===== src/design/qos_pkg.sv =====
// shared package for the queue occupancy statistics block
// holds field widths, event kinds, controller states and the command bundle
// no dependencies
`timescale 1ns / 1ps
`default_nettype none

package qos_pkg;

    localparam int OCC_BITS_DEF  = 16;
    localparam int FRAC_BITS_DEF = 16;

    localparam int KIND_W    = 2;
    localparam int TS_W      = 32;
    localparam int WAIT_W    = 32;
    localparam int OCC_OUT_W = 16;
    localparam int CNT_W     = 32;
    localparam int MIS_W     = 32;
    localparam int MWAIT_W   = 48;
    localparam int SUM_W     = 64;

    typedef enum logic [KIND_W-1:0] {
        KIND_ARRIVAL = 2'd0,
        KIND_DEPART  = 2'd1,
        KIND_OBSERVE = 2'd2,
        KIND_CLEAR   = 2'd3
    } kind_t;

    typedef enum logic [2:0] {
        ST_IDLE,
        ST_MUL,
        ST_UPD,
        ST_DIV_START,
        ST_DIV_WAIT,
        ST_DONE
    } state_t;

    typedef struct packed {
        logic load_in;
        logic mul_en;
        logic upd_en;
        logic div_start;
        logic out_load;
    } cmd_t;

endpackage

`default_nettype wire


===== src/design/qos_div.sv =====
// iterative restoring divider, one quotient bit per cycle
// computes floor((num << FRAC_BITS) / den), all ones when it exceeds Q_W bits
// depends on nothing beyond its parameters
`timescale 1ns / 1ps
`default_nettype none

module qos_div #(
    parameter int NUM_W     = 64,
    parameter int DEN_W     = 32,
    parameter int Q_W       = 32,
    parameter int FRAC_BITS = 16
) (
    input  wire logic             clk,
    input  wire logic             rst_n,
    input  wire logic             start,
    input  wire logic [NUM_W-1:0] num,
    input  wire logic [DEN_W-1:0] den,
    output logic                  done,
    output logic [Q_W-1:0]        quotient
);

    localparam int STEPS  = NUM_W + FRAC_BITS;
    localparam int STEP_W = $clog2(STEPS);

    logic              busy_reg, busy_next;
    logic              done_reg, done_next;
    logic [STEP_W-1:0] cnt_reg, cnt_next;
    logic [NUM_W-1:0]  num_reg, num_next;
    logic [DEN_W-1:0]  den_reg, den_next;
    logic [DEN_W-1:0]  rem_reg, rem_next;
    logic [Q_W-1:0]    q_reg, q_next;
    logic              ovf_reg, ovf_next;

    logic [DEN_W:0]    trial;
    logic              fits;

    assign trial = {rem_reg, num_reg[NUM_W-1]};
    assign fits  = trial >= {1'b0, den_reg};

    always_comb
    begin
        busy_next = busy_reg;
        done_next = 1'b0;
        cnt_next  = cnt_reg;
        num_next  = num_reg;
        den_next  = den_reg;
        rem_next  = rem_reg;
        q_next    = q_reg;
        ovf_next  = ovf_reg;
        if (start)
        begin
            busy_next = 1'b1;
            cnt_next  = '0;
            num_next  = num;
            den_next  = den;
            rem_next  = '0;
            q_next    = '0;
            ovf_next  = 1'b0;
        end
        else if (busy_reg)
        begin
            // a bit leaving the top of the quotient means overflow
            ovf_next = ovf_reg | q_reg[Q_W-1];
            q_next   = {q_reg[Q_W-2:0], fits};
            rem_next = fits ? DEN_W'(trial - {1'b0, den_reg}) : DEN_W'(trial);
            num_next = {num_reg[NUM_W-2:0], 1'b0};
            cnt_next = cnt_reg + 1'b1;
            if (cnt_reg == STEP_W'(STEPS - 1))
            begin
                busy_next = 1'b0;
                done_next = 1'b1;
            end
        end
    end

    always_ff @(posedge clk or negedge rst_n)
    begin
        if (!rst_n)
        begin
            busy_reg <= 1'b0;
            done_reg <= 1'b0;
            cnt_reg  <= '0;
        end
        else
        begin
            busy_reg <= busy_next;
            done_reg <= done_next;
            cnt_reg  <= cnt_next;
        end
    end

    always_ff @(posedge clk)
    begin
        num_reg <= num_next;
        den_reg <= den_next;
        rem_reg <= rem_next;
        q_reg   <= q_next;
        ovf_reg <= ovf_next;
    end

    assign done     = done_reg;
    assign quotient = ovf_reg ? '1 : q_reg;

endmodule

`default_nettype wire


===== src/design/qos_datapath.sv =====
// datapath: event registers, statistics state, area multiplier, two dividers, result registers
// depends on qos_pkg and qos_div
`timescale 1ns / 1ps
`default_nettype none

module qos_datapath #(
    parameter int OCC_BITS  = qos_pkg::OCC_BITS_DEF,
    parameter int FRAC_BITS = qos_pkg::FRAC_BITS_DEF
) (
    input  wire logic                             clk,
    input  wire logic                             rst_n,
    input  wire qos_pkg::cmd_t                    cmd,
    output logic                                  div_done,
    input  wire logic [qos_pkg::KIND_W-1:0]       kind,
    input  wire logic [qos_pkg::TS_W-1:0]         timestamp,
    input  wire logic [qos_pkg::WAIT_W-1:0]       wait_time,
    output logic [qos_pkg::OCC_OUT_W-1:0]         occupancy,
    output logic [qos_pkg::CNT_W-1:0]             arrival_count,
    output logic [qos_pkg::MIS_W-1:0]             mean_in_system,
    output logic [qos_pkg::MWAIT_W-1:0]           mean_wait
);

    localparam int PROD_W = qos_pkg::TS_W + OCC_BITS;

    qos_pkg::kind_t               kind_reg;
    logic [qos_pkg::TS_W-1:0]     ts_reg;
    logic [qos_pkg::WAIT_W-1:0]   wt_reg;

    logic [qos_pkg::TS_W-1:0]     last_time_reg, last_time_next;
    logic [OCC_BITS-1:0]          items_reg, items_next;
    logic [qos_pkg::SUM_W-1:0]    area_reg, area_next;
    logic [qos_pkg::CNT_W-1:0]    arr_reg, arr_next;
    logic [qos_pkg::SUM_W-1:0]    wsum_reg, wsum_next;
    logic [qos_pkg::SUM_W-1:0]    prod_reg;

    logic [qos_pkg::TS_W-1:0]     delta;
    logic [PROD_W-1:0]            prod_full;
    logic [qos_pkg::SUM_W:0]      area_add;
    logic [qos_pkg::SUM_W:0]      wsum_add;

    logic                         mis_done;
    logic                         mw_done;
    logic [qos_pkg::MIS_W-1:0]    mis_q;
    logic [qos_pkg::MWAIT_W-1:0]  mw_q;

    logic [qos_pkg::OCC_OUT_W-1:0] occ_reg;
    logic [qos_pkg::CNT_W-1:0]     cnt_out_reg;
    logic [qos_pkg::MIS_W-1:0]     mis_reg;
    logic [qos_pkg::MWAIT_W-1:0]   mw_reg;

    // event capture
    always_ff @(posedge clk)
    begin
        if (cmd.load_in)
        begin
            kind_reg <= qos_pkg::kind_t'(kind);
            ts_reg   <= timestamp;
            wt_reg   <= wait_time;
        end
    end

    // area increment, only when time moves forward
    assign delta     = ts_reg - last_time_reg;
    assign prod_full = PROD_W'(delta) * PROD_W'(items_reg);

    always_ff @(posedge clk)
    begin
        if (cmd.mul_en)
        begin
            prod_reg <= (ts_reg > last_time_reg) ? qos_pkg::SUM_W'(prod_full) : '0;
        end
    end

    assign area_add = {1'b0, area_reg} + {1'b0, prod_reg};
    assign wsum_add = {1'b0, wsum_reg} + (qos_pkg::SUM_W + 1)'(wt_reg);

    always_comb
    begin
        last_time_next = last_time_reg;
        items_next     = items_reg;
        area_next      = area_reg;
        arr_next       = arr_reg;
        wsum_next      = wsum_reg;
        unique case (kind_reg)
            qos_pkg::KIND_ARRIVAL:
            begin
                area_next      = area_add[qos_pkg::SUM_W] ? '1 : area_add[qos_pkg::SUM_W-1:0];
                last_time_next = ts_reg;
                if (items_reg != '1)
                begin
                    items_next = items_reg + 1'b1;
                end
                if (arr_reg != '1)
                begin
                    arr_next = arr_reg + 1'b1;
                end
            end
            qos_pkg::KIND_DEPART:
            begin
                area_next      = area_add[qos_pkg::SUM_W] ? '1 : area_add[qos_pkg::SUM_W-1:0];
                last_time_next = ts_reg;
                if (items_reg != '0)
                begin
                    items_next = items_reg - 1'b1;
                end
                wsum_next = wsum_add[qos_pkg::SUM_W] ? '1 : wsum_add[qos_pkg::SUM_W-1:0];
            end
            qos_pkg::KIND_OBSERVE:
            begin
                last_time_next = last_time_reg;
            end
            qos_pkg::KIND_CLEAR:
            begin
                last_time_next = '0;
                items_next     = '0;
                area_next      = '0;
                arr_next       = '0;
                wsum_next      = '0;
            end
            default:
            begin
                last_time_next = last_time_reg;
            end
        endcase
    end

    always_ff @(posedge clk or negedge rst_n)
    begin
        if (!rst_n)
        begin
            last_time_reg <= '0;
            items_reg     <= '0;
            area_reg      <= '0;
            arr_reg       <= '0;
            wsum_reg      <= '0;
        end
        else if (cmd.upd_en)
        begin
            last_time_reg <= last_time_next;
            items_reg     <= items_next;
            area_reg      <= area_next;
            arr_reg       <= arr_next;
            wsum_reg      <= wsum_next;
        end
    end

    qos_div #(
        .NUM_W     (qos_pkg::SUM_W),
        .DEN_W     (qos_pkg::TS_W),
        .Q_W       (qos_pkg::MIS_W),
        .FRAC_BITS (FRAC_BITS)
    ) u_div_mis (
        .clk      (clk),
        .rst_n    (rst_n),
        .start    (cmd.div_start),
        .num      (area_reg),
        .den      (ts_reg),
        .done     (mis_done),
        .quotient (mis_q)
    );

    qos_div #(
        .NUM_W     (qos_pkg::SUM_W),
        .DEN_W     (qos_pkg::CNT_W),
        .Q_W       (qos_pkg::MWAIT_W),
        .FRAC_BITS (FRAC_BITS)
    ) u_div_mw (
        .clk      (clk),
        .rst_n    (rst_n),
        .start    (cmd.div_start),
        .num      (wsum_reg),
        .den      (arr_reg),
        .done     (mw_done),
        .quotient (mw_q)
    );

    // both dividers run the same number of steps
    assign div_done = mis_done & mw_done;

    // result registers, zero divisor reads as zero
    always_ff @(posedge clk)
    begin
        if (cmd.out_load)
        begin
            occ_reg     <= (32'(items_reg) > 32'(16'hFFFF)) ? '1
                                                           : qos_pkg::OCC_OUT_W'(items_reg);
            cnt_out_reg <= arr_reg;
            mis_reg     <= (ts_reg == '0) ? '0 : mis_q;
            mw_reg      <= (arr_reg == '0) ? '0 : mw_q;
        end
    end

    assign occupancy      = occ_reg;
    assign arrival_count  = cnt_out_reg;
    assign mean_in_system = mis_reg;
    assign mean_wait      = mw_reg;

endmodule

`default_nettype wire


===== src/design/qos_ctrl.sv =====
// controller FSM: sequences capture, multiply, update, divide and result hand-off
// depends on qos_pkg
`timescale 1ns / 1ps
`default_nettype none

module qos_ctrl (
    input  wire logic      clk,
    input  wire logic      rst_n,
    input  wire logic      in_valid,
    output logic           in_stall,
    output logic           out_valid,
    input  wire logic      out_stall,
    input  wire logic      div_done,
    output qos_pkg::cmd_t  cmd
);

    qos_pkg::state_t state_reg, state_next;
    logic            out_valid_reg, out_valid_next;
    logic            out_free;

    // result register can take a new item when empty or being drained
    assign out_free = !out_valid_reg || !out_stall;

    always_comb
    begin
        state_next = state_reg;
        unique case (state_reg)
            qos_pkg::ST_IDLE:      if (in_valid) state_next = qos_pkg::ST_MUL;
            qos_pkg::ST_MUL:       state_next = qos_pkg::ST_UPD;
            qos_pkg::ST_UPD:       state_next = qos_pkg::ST_DIV_START;
            qos_pkg::ST_DIV_START: state_next = qos_pkg::ST_DIV_WAIT;
            qos_pkg::ST_DIV_WAIT:  if (div_done) state_next = qos_pkg::ST_DONE;
            qos_pkg::ST_DONE:      if (out_free) state_next = qos_pkg::ST_IDLE;
            default:               state_next = qos_pkg::ST_IDLE;
        endcase
    end

    always_comb
    begin
        cmd           = '0;
        cmd.load_in   = (state_reg == qos_pkg::ST_IDLE) && in_valid;
        cmd.mul_en    = (state_reg == qos_pkg::ST_MUL);
        cmd.upd_en    = (state_reg == qos_pkg::ST_UPD);
        cmd.div_start = (state_reg == qos_pkg::ST_DIV_START);
        cmd.out_load  = (state_reg == qos_pkg::ST_DONE) && out_free;
    end

    always_comb
    begin
        out_valid_next = out_valid_reg;
        if (cmd.out_load)
        begin
            out_valid_next = 1'b1;
        end
        else if (out_valid_reg && !out_stall)
        begin
            out_valid_next = 1'b0;
        end
    end

    always_ff @(posedge clk or negedge rst_n)
    begin
        if (!rst_n)
        begin
            state_reg     <= qos_pkg::ST_IDLE;
            out_valid_reg <= 1'b0;
        end
        else
        begin
            state_reg     <= state_next;
            out_valid_reg <= out_valid_next;
        end
    end

    assign in_stall  = (state_reg != qos_pkg::ST_IDLE);
    assign out_valid = out_valid_reg;

endmodule

`default_nettype wire


===== src/design/queue_occupancy_statistics.sv =====
// top level of the queue occupancy statistics monitor
// joins qos_ctrl and qos_datapath; depends on qos_pkg
//
// usage
//   input channel (in_valid / in_stall) carries one event item: kind
//   (arrival, departure, observe, clear), timestamp in ticks, and the
//   waiting time of a departing item
//   output channel (out_valid / out_stall) carries one result item per
//   event: occupancy, arrival count, mean number in system (area over
//   timestamp) and mean wait (total wait over arrivals), both fixed point
//   with FRAC_BITS fraction bits, saturating
// event handling
//   one event at a time; the two bit-serial dividers run side by side
//   and produce one quotient bit a cycle; in_stall is high after
//   acceptance until the result is loaded, so a new event is taken only
//   once the result of the last one has been loaded
// stalls
//   the result sits in an output register; while the receiver stalls, the
//   next event is taken and worked on, and only its hand-off waits
// reset
//   rst_n clears the statistics, the controller and the output valid
`timescale 1ns / 1ps
`default_nettype none

module queue_occupancy_statistics #(
    parameter int OCC_BITS  = qos_pkg::OCC_BITS_DEF,
    parameter int FRAC_BITS = qos_pkg::FRAC_BITS_DEF
) (
    input  wire logic                          clk,
    input  wire logic                          rst_n,
    // event items
    input  wire logic                          in_valid,
    output logic                               in_stall,
    input  wire logic [qos_pkg::KIND_W-1:0]    kind,
    input  wire logic [qos_pkg::TS_W-1:0]      timestamp,
    input  wire logic [qos_pkg::WAIT_W-1:0]    wait_time,
    // result items
    output logic                               out_valid,
    input  wire logic                          out_stall,
    output logic [qos_pkg::OCC_OUT_W-1:0]      occupancy,
    output logic [qos_pkg::CNT_W-1:0]          arrival_count,
    output logic [qos_pkg::MIS_W-1:0]          mean_in_system,
    output logic [qos_pkg::MWAIT_W-1:0]        mean_wait
);

    qos_pkg::cmd_t cmd;
    logic          div_done;

    // sequencing: capture, multiply, update state, start divide, hand off
    qos_ctrl u_ctrl (
        .clk       (clk),
        .rst_n     (rst_n),
        .in_valid  (in_valid),
        .in_stall  (in_stall),
        .out_valid (out_valid),
        .out_stall (out_stall),
        .div_done  (div_done),
        .cmd       (cmd)
    );

    // statistics state, area multiplier, dividers and result registers
    qos_datapath #(
        .OCC_BITS  (OCC_BITS),
        .FRAC_BITS (FRAC_BITS)
    ) u_datapath (
        .clk            (clk),
        .rst_n          (rst_n),
        .cmd            (cmd),
        .div_done       (div_done),
        .kind           (kind),
        .timestamp      (timestamp),
        .wait_time      (wait_time),
        .occupancy      (occupancy),
        .arrival_count  (arrival_count),
        .mean_in_system (mean_in_system),
        .mean_wait      (mean_wait)
    );

endmodule

`default_nettype wire

===== config.mk =====
export PLATFORM = sky130hd
export DESIGN_NAME = queue_occupancy_statistics
export DESIGN_NICKNAME = d
export VERILOG_FILES = /design/src/design/qos_pkg.sv /design/src/design/qos_div.sv /design/src/design/qos_datapath.sv /design/src/design/qos_ctrl.sv /design/src/design/queue_occupancy_statistics.sv
export SDC_FILE = /design/constraint.sdc
export NUM_CORES = 2
export LEC_CHECK = 0
export ABC_AREA = 1
export BUFFER_PORTS_ARGS = -buffer_cell sky130_fd_sc_hd__buf_2
export CAP_MARGIN = 25
export CORE_MARGIN = 3
export CORE_UTILIZATION = 50
export CTS_CLUSTER_DIAMETER = 50
export DETAILED_ROUTE_END_ITERATION = 10
export GPL_ROUTABILITY_DRIVEN = 0
export PLACE_DENSITY = 0.74
export SYNTH_ARGS = -nofsm -noshare
export SYNTH_HDL_FRONTEND = slang
export SYNTH_SLANG_ARGS = --single-unit

===== constraint.sdc =====
create_clock -name clk -period 8.9 [get_ports clk]
set_input_delay 1.335 -clock clk [delete_from_list [all_inputs] [get_ports clk]]
set_output_delay 1.335 -clock clk [all_outputs]
set_load 0.02 [all_outputs]

-- After elaboration in Yosys (flattened, before gate mapping)
Cells that the tools add are included.
- register bits: 826
- bits of input ports: 70
- output and inout bits: 130
- logic and storage cells: 134
- $add $sub $neg: 10
- multiply operators: 1
- order comparisons: 3
- eq/ne operators: 18
- mux-type cells: 40
- bitwise logic cells: 4
- reductions and logical operators: 26
- operator list (operator ; count):
    two-way mux 64 bit ; 6
    one-hot mux 64 bit (2 select lines) ; 2
    two-way mux 32 bit ; 4
    one-hot mux 32 bit (2 select lines) ; 2
    subtractor 32 bit ; 3
    >= comparator 33 x 32 -> 1 bit ; 2
    adder 64 x 32 -> 65 bit ; 1
    adder 64 x 64 -> 65 bit ; 1
    zero test 32 bit ; 2
    multiplier 32 x 16 -> 48 bit ; 1
    two-way mux 48 bit ; 1
    one-hot mux 16 bit (3 select lines) ; 1
    adder 32 x 1 -> 32 bit (second input constant) ; 1
    > comparator 32 bit ; 1
    two-way mux 16 bit ; 2
    inequality test 32 bit (second input constant) ; 1
    two-way mux 7 bit ; 4
    one-hot mux 3 bit (6 select lines) ; 1
    adder 16 x 1 -> 16 bit (second input constant) ; 1
    inequality test 16 bit (second input constant) ; 1
    nonzero test 16 bit ; 1
    subtractor 16 x 1 -> 16 bit (second input constant) ; 1
    adder 7 x 1 -> 7 bit (second input constant) ; 2
    equality test 7 bit (second input constant) ; 2
    other kinds (23) ; 58

-- Depth between registers and ports, before layout
- depth in word-level cells: 4
- mapped depth: 38

-- Modules after synthesis
From an unflattened synthesis, not the netlist that was laid out.
- cell total of the unflattened synthesis: 8944
- area, all modules: 65536.6 µm²
- by module, submodules not included (module ; times used ; cells each ; area each (µm²) ; seq. area each (µm²)):
    qos_datapath ; 1 ; 6305 ; 45798.9 ; 12472.0
    qos_div at u_datapath.u_div_mw ; 1 ; 1330 ; 10014.6 ; 4729.5
    qos_div at u_datapath.u_div_mis ; 1 ; 1275 ; 9475.3 ; 4409.2
    qos_ctrl ; 1 ; 34 ; 247.7 ; 100.1

-- Worst setup path before layout
No wires, ideal clock.
- path type: in2reg
- from: input out_stall
- to: register u_datapath.cnt_out_reg, in the netlist u_datapath.arrival_count[0] (enable)
- setup time: 0.616 ns
- arrival time: 6.748 ns
- setup slack: 1.535 ns
- stages on the path: 3
- path buffers: 0
- cell sequence: nand2_1 > inv_1 > nor2_1
- RTL lines (element ; RTL line ; source):
    start: declaration ; queue_occupancy_statistics.sv:39 ; input wire logic out_stall,
    end signal: assignment ; qos_datapath.sv:187 ; cnt_out_reg <= arr_reg;
    end: declaration ; qos_datapath.sv:47 ; logic [qos_pkg::CNT_W-1:0] cnt_out_reg;

-- Worst setup path after layout
- from: register u_datapath.ts_reg[7] (netlist name)
- to: register u_datapath.prod_reg[20] (netlist name), data pin
- cells in the longest elaborated chain, start to end: 2
- ends and longest elaborated chain (element ; RTL line ; source):
    start: declaration ; qos_datapath.sv:26 ; logic [qos_pkg::TS_W-1:0] ts_reg;
    start signal: assignment ; qos_datapath.sv:57 ; ts_reg <= timestamp;
    subtractor 32 bit ; qos_datapath.sv:63 ; assign delta = ts_reg - last_time_reg;
    multiplier 32 x 16 -> 48 bit ; qos_datapath.sv:64 ; assign prod_full = PROD_W'(delta) * PROD_W'(items_reg);
    end signal: assignment ; qos_datapath.sv:70 ; prod_reg <= (ts_reg > last_time_reg) ? qos_pkg::SUM_W'(prod_full) : '0;
    end: declaration ; qos_datapath.sv:34 ; logic [qos_pkg::SUM_W-1:0] prod_reg;
Several ways; a longest one is shown, not always the timed one.
A chain may end at the register's enable or synchronous reset.

==> run summary <==
Status: finished, final reports clean
Tmin final: 8.34 ns
Final hold slack: 0.459 ns
CTS Buffer Depth: 3
Layout cell share with drive strength beyond 1: 5.76%
CP startpoint kind: register
Crit path required time: 9.40 ns
Die area: 0.132 mm²
CTS resizes: 0
HP Class: register to register
Async SR Flop Fraction: 28.4%
Slew @ Worst Pin: 1.11 ns
Synth Area in XOR/XNOR: 1.82%
CP endpoint kind: register
Tcrit/Tclk final: 93.7%
Mapped Area: 0.0640 mm²
Core area: 0.126 mm²
CTS tree: done
Detailed Routing Iterations Pass 1: 6
Iter 0 DRT Violations: 6188
Die width: 364 µm
CTS Root Cell: clkbuf_16
Worst hold stages: 2
Post-CTS setup buffer count: 0
Reg2Reg Depth: 28
Mapped Nets: 9375
Final hold vios: 0
Unique masters post-synth: 49
Routed WL: 187000 µm
FF+latch count, synth: 810
Main flop type after synthesis: edfxtp_1
Detail Placement HPWL: 144000 µm
Initial core utilization: 50.7%
Syn-to-layout area delta: 9.79%
Post-synthesis sequential area ratio: 33.9%
CTS H-tree lvls: 3
Maximum fanout along the worst path: 10
Vias: 57200
CTS buffer count: 98
Worst setup path class: register to register
Mux contribution to synthesized area: 0%
Global-route wire length before repair: 296000 µm
DRT antenna net count: 0
Syn Area/Cell: 7.47 µm²
Vias in the first global route: 55200
Clk_lat worst skew: 0.75 ns
Port bufs: 199
WL/cell: 17.9 µm
DRC: 0
Cell count after synthesis: 8567
Gr usage total: 28.1%
CTS sink cnt: 810
Pin count of the biggest net entering global routing: 134
Synth warn: 0
Io pins: 200
Post-synthesis compound-gate area fraction: 6.96%
Clk slew on worst S/H paths: 0.06 ns
Data arrival, critical path: 8.83 ns
Dpl cells: 10300
Layout Nets: 9513
Die height: 364 µm
Initial antenna violation count: 9
Post-synth EDFFs: 434
Drt via density: 5.47
Total grt overflow: 0
Post-Synth Simple-Gate Area: 27.4%
Final setup violation count: 0
Final setup TNS: 0 ns
F_max: 120 MHz
Worst rel slew slack: 26.2%
Cell row count: 130
Fill cells: 11700
Setup Skew: 0.0447 ns
CP max stage delay: 0.66 ns
Hold-fix buffers at CTS: 0
Post-synthesis adder-cell area fraction: 19.4%
Max cap viols: 0
Unrepaired setup endpoints after global routing: no
Slew Limit Fails: 0
Post-Layout Cell Count: 10400
Largest family of logic cells by synthesized area: simple AND/OR/NAND/NOR gates
Crit-path slowest cell: xor2_2
-- stage by stage --
| step | worst slack, ns | util (%) | instance area, µm² |
|---|---|---|---|
| floorplan | 1.54 | - | 64000 |
| global placement | 0.931 | 52.8 | 66800 |
| detailed placement | 0.922 | 52.8 | 66800 |
| CTS | 0.827 | 55.6 | 70200 |
| global route | 0.296 | 55.6 | 70300 |
| finish | 0.562 | 55.6 | 70300 |
-- cell type report --
type	instances	area (µm²)	share of cell area, %
timing repair buffer	266	1570	2.23
inverter	1553	5840	8.30
clock buffer	124	2660	3.79
antenna	2	5.00	0.00712
clock inverter	62	796	1.13
multi-input combinational	5976	35700	50.7
sequential	810	21700	30.9
tap	1650	2060	2.94
-- path summary, 6_finish.rpt --
check | startpoint | endpoint | slack (ns)
max | u_datapath.ts_reg[7] | u_datapath.prod_reg[20] | 0.56
min | u_datapath.u_div_mw.q_reg[0] | u_datapath.u_div_mw.q_reg[1] | 0.46
max reg2reg | u_datapath.ts_reg[7] | u_datapath.prod_reg[20] | 0.56
min reg2reg | u_datapath.u_div_mw.q_reg[0] | u_datapath.u_div_mw.q_reg[1] | 0.46
max in group asynchronous | rst_n | u_datapath.items_reg[8] | 6.92
min in group asynchronous | rst_n | u_datapath.wsum_reg[2] | 0.57
-- kinds of logic (layout without fill, tap and decap cells) --
kind of cell,count (synthesis),count (layout)
simple gates,4305,4305
buf+inv,1781,2005
flops,810,810
compound gates,803,803
fa+ha+maj,738,738
xor+xnor,130,130
other cells,0,2
-- cell usage after synthesis (4+ instances only) --
cell	count	area share (%)
a22oi_1	80	0.94
and2_1	9	0.088
nor2_1	923	5.4
buf_1	11	0.064
o22ai_1	8	0.078
inv_2	11	0.064
clkbuf_1	164	0.96
nor3_1	97	0.76
a31oi_1	4	0.039
o21bai_1	23	0.27
nand3_1	526	4.1
o31ai_1	15	0.18
o21a_1	15	0.18
nand4_1	96	0.94
fa_1	424	13
nand3b_1	25	0.29
xnor2_1	48	0.66
a21o_1	13	0.15
xor2_1	78	1.1
xor2_2	4	0.10
a21oi_1	275	2.1
edfxtp_1	434	20
nand2_2	4	0.039
a21boi_0	7	0.082
nand2_1	2548	15
o21ai_2	5	0.068
or2_2	29	0.28
dfrtp_1	230	9.0
inv_1	1532	9.0
o21ai_0	336	2.6
buf_2	50	0.39
dfxtp_1	146	4.6
clkinv_1	10	0.059
ha_1	314	6.1
nor3b_1	6	0.070
o211ai_1	7	0.082
o21ai_1	13	0.10
nor4_1	33	0.32
-- critical path, delay by kind of cell (launching register included) --
kind,cells,cell delay [ns]
AOI/OAI and AO/OA,8,2.07
xor gates and xnor gates,1,0.66
adders and majority gates,8,3.58
buffers and inverters,6,0.68
DFF,1,0.47
and+or+nand+nor,5,0.61
-- layer usage --
layer  part of all wire (%)  global-route usage [%]  up-vias
met5                  0.023                       0        -
met4                    5.4                    14.0        8
met3                     10                    6.07      611
met2                     44                    44.0     2790
met1                     40                    37.0    26700
li1                       -                       -    27100
-- cells in the final DEF (no fill, tap or decap), types with 63 or more instances in the layout --
master and n:
dfrtp_1 230, ha_1 314, buf_4 63, inv_1 1530, a22oi_1 80, buf_2 198
edfxtp_1 434, dfxtp_1 146, fa_1 424, clkbuf_16 99, a21oi_1 275, nor2_1 910
nor3_1 96, xor2_1 78, o21ai_0 336, nand4_1 96, nand2_1 2548, nand3_1 526
Power is not shown: default switching activity piles up to over one toggle a cycle in this logic, so the estimate is an artifact.
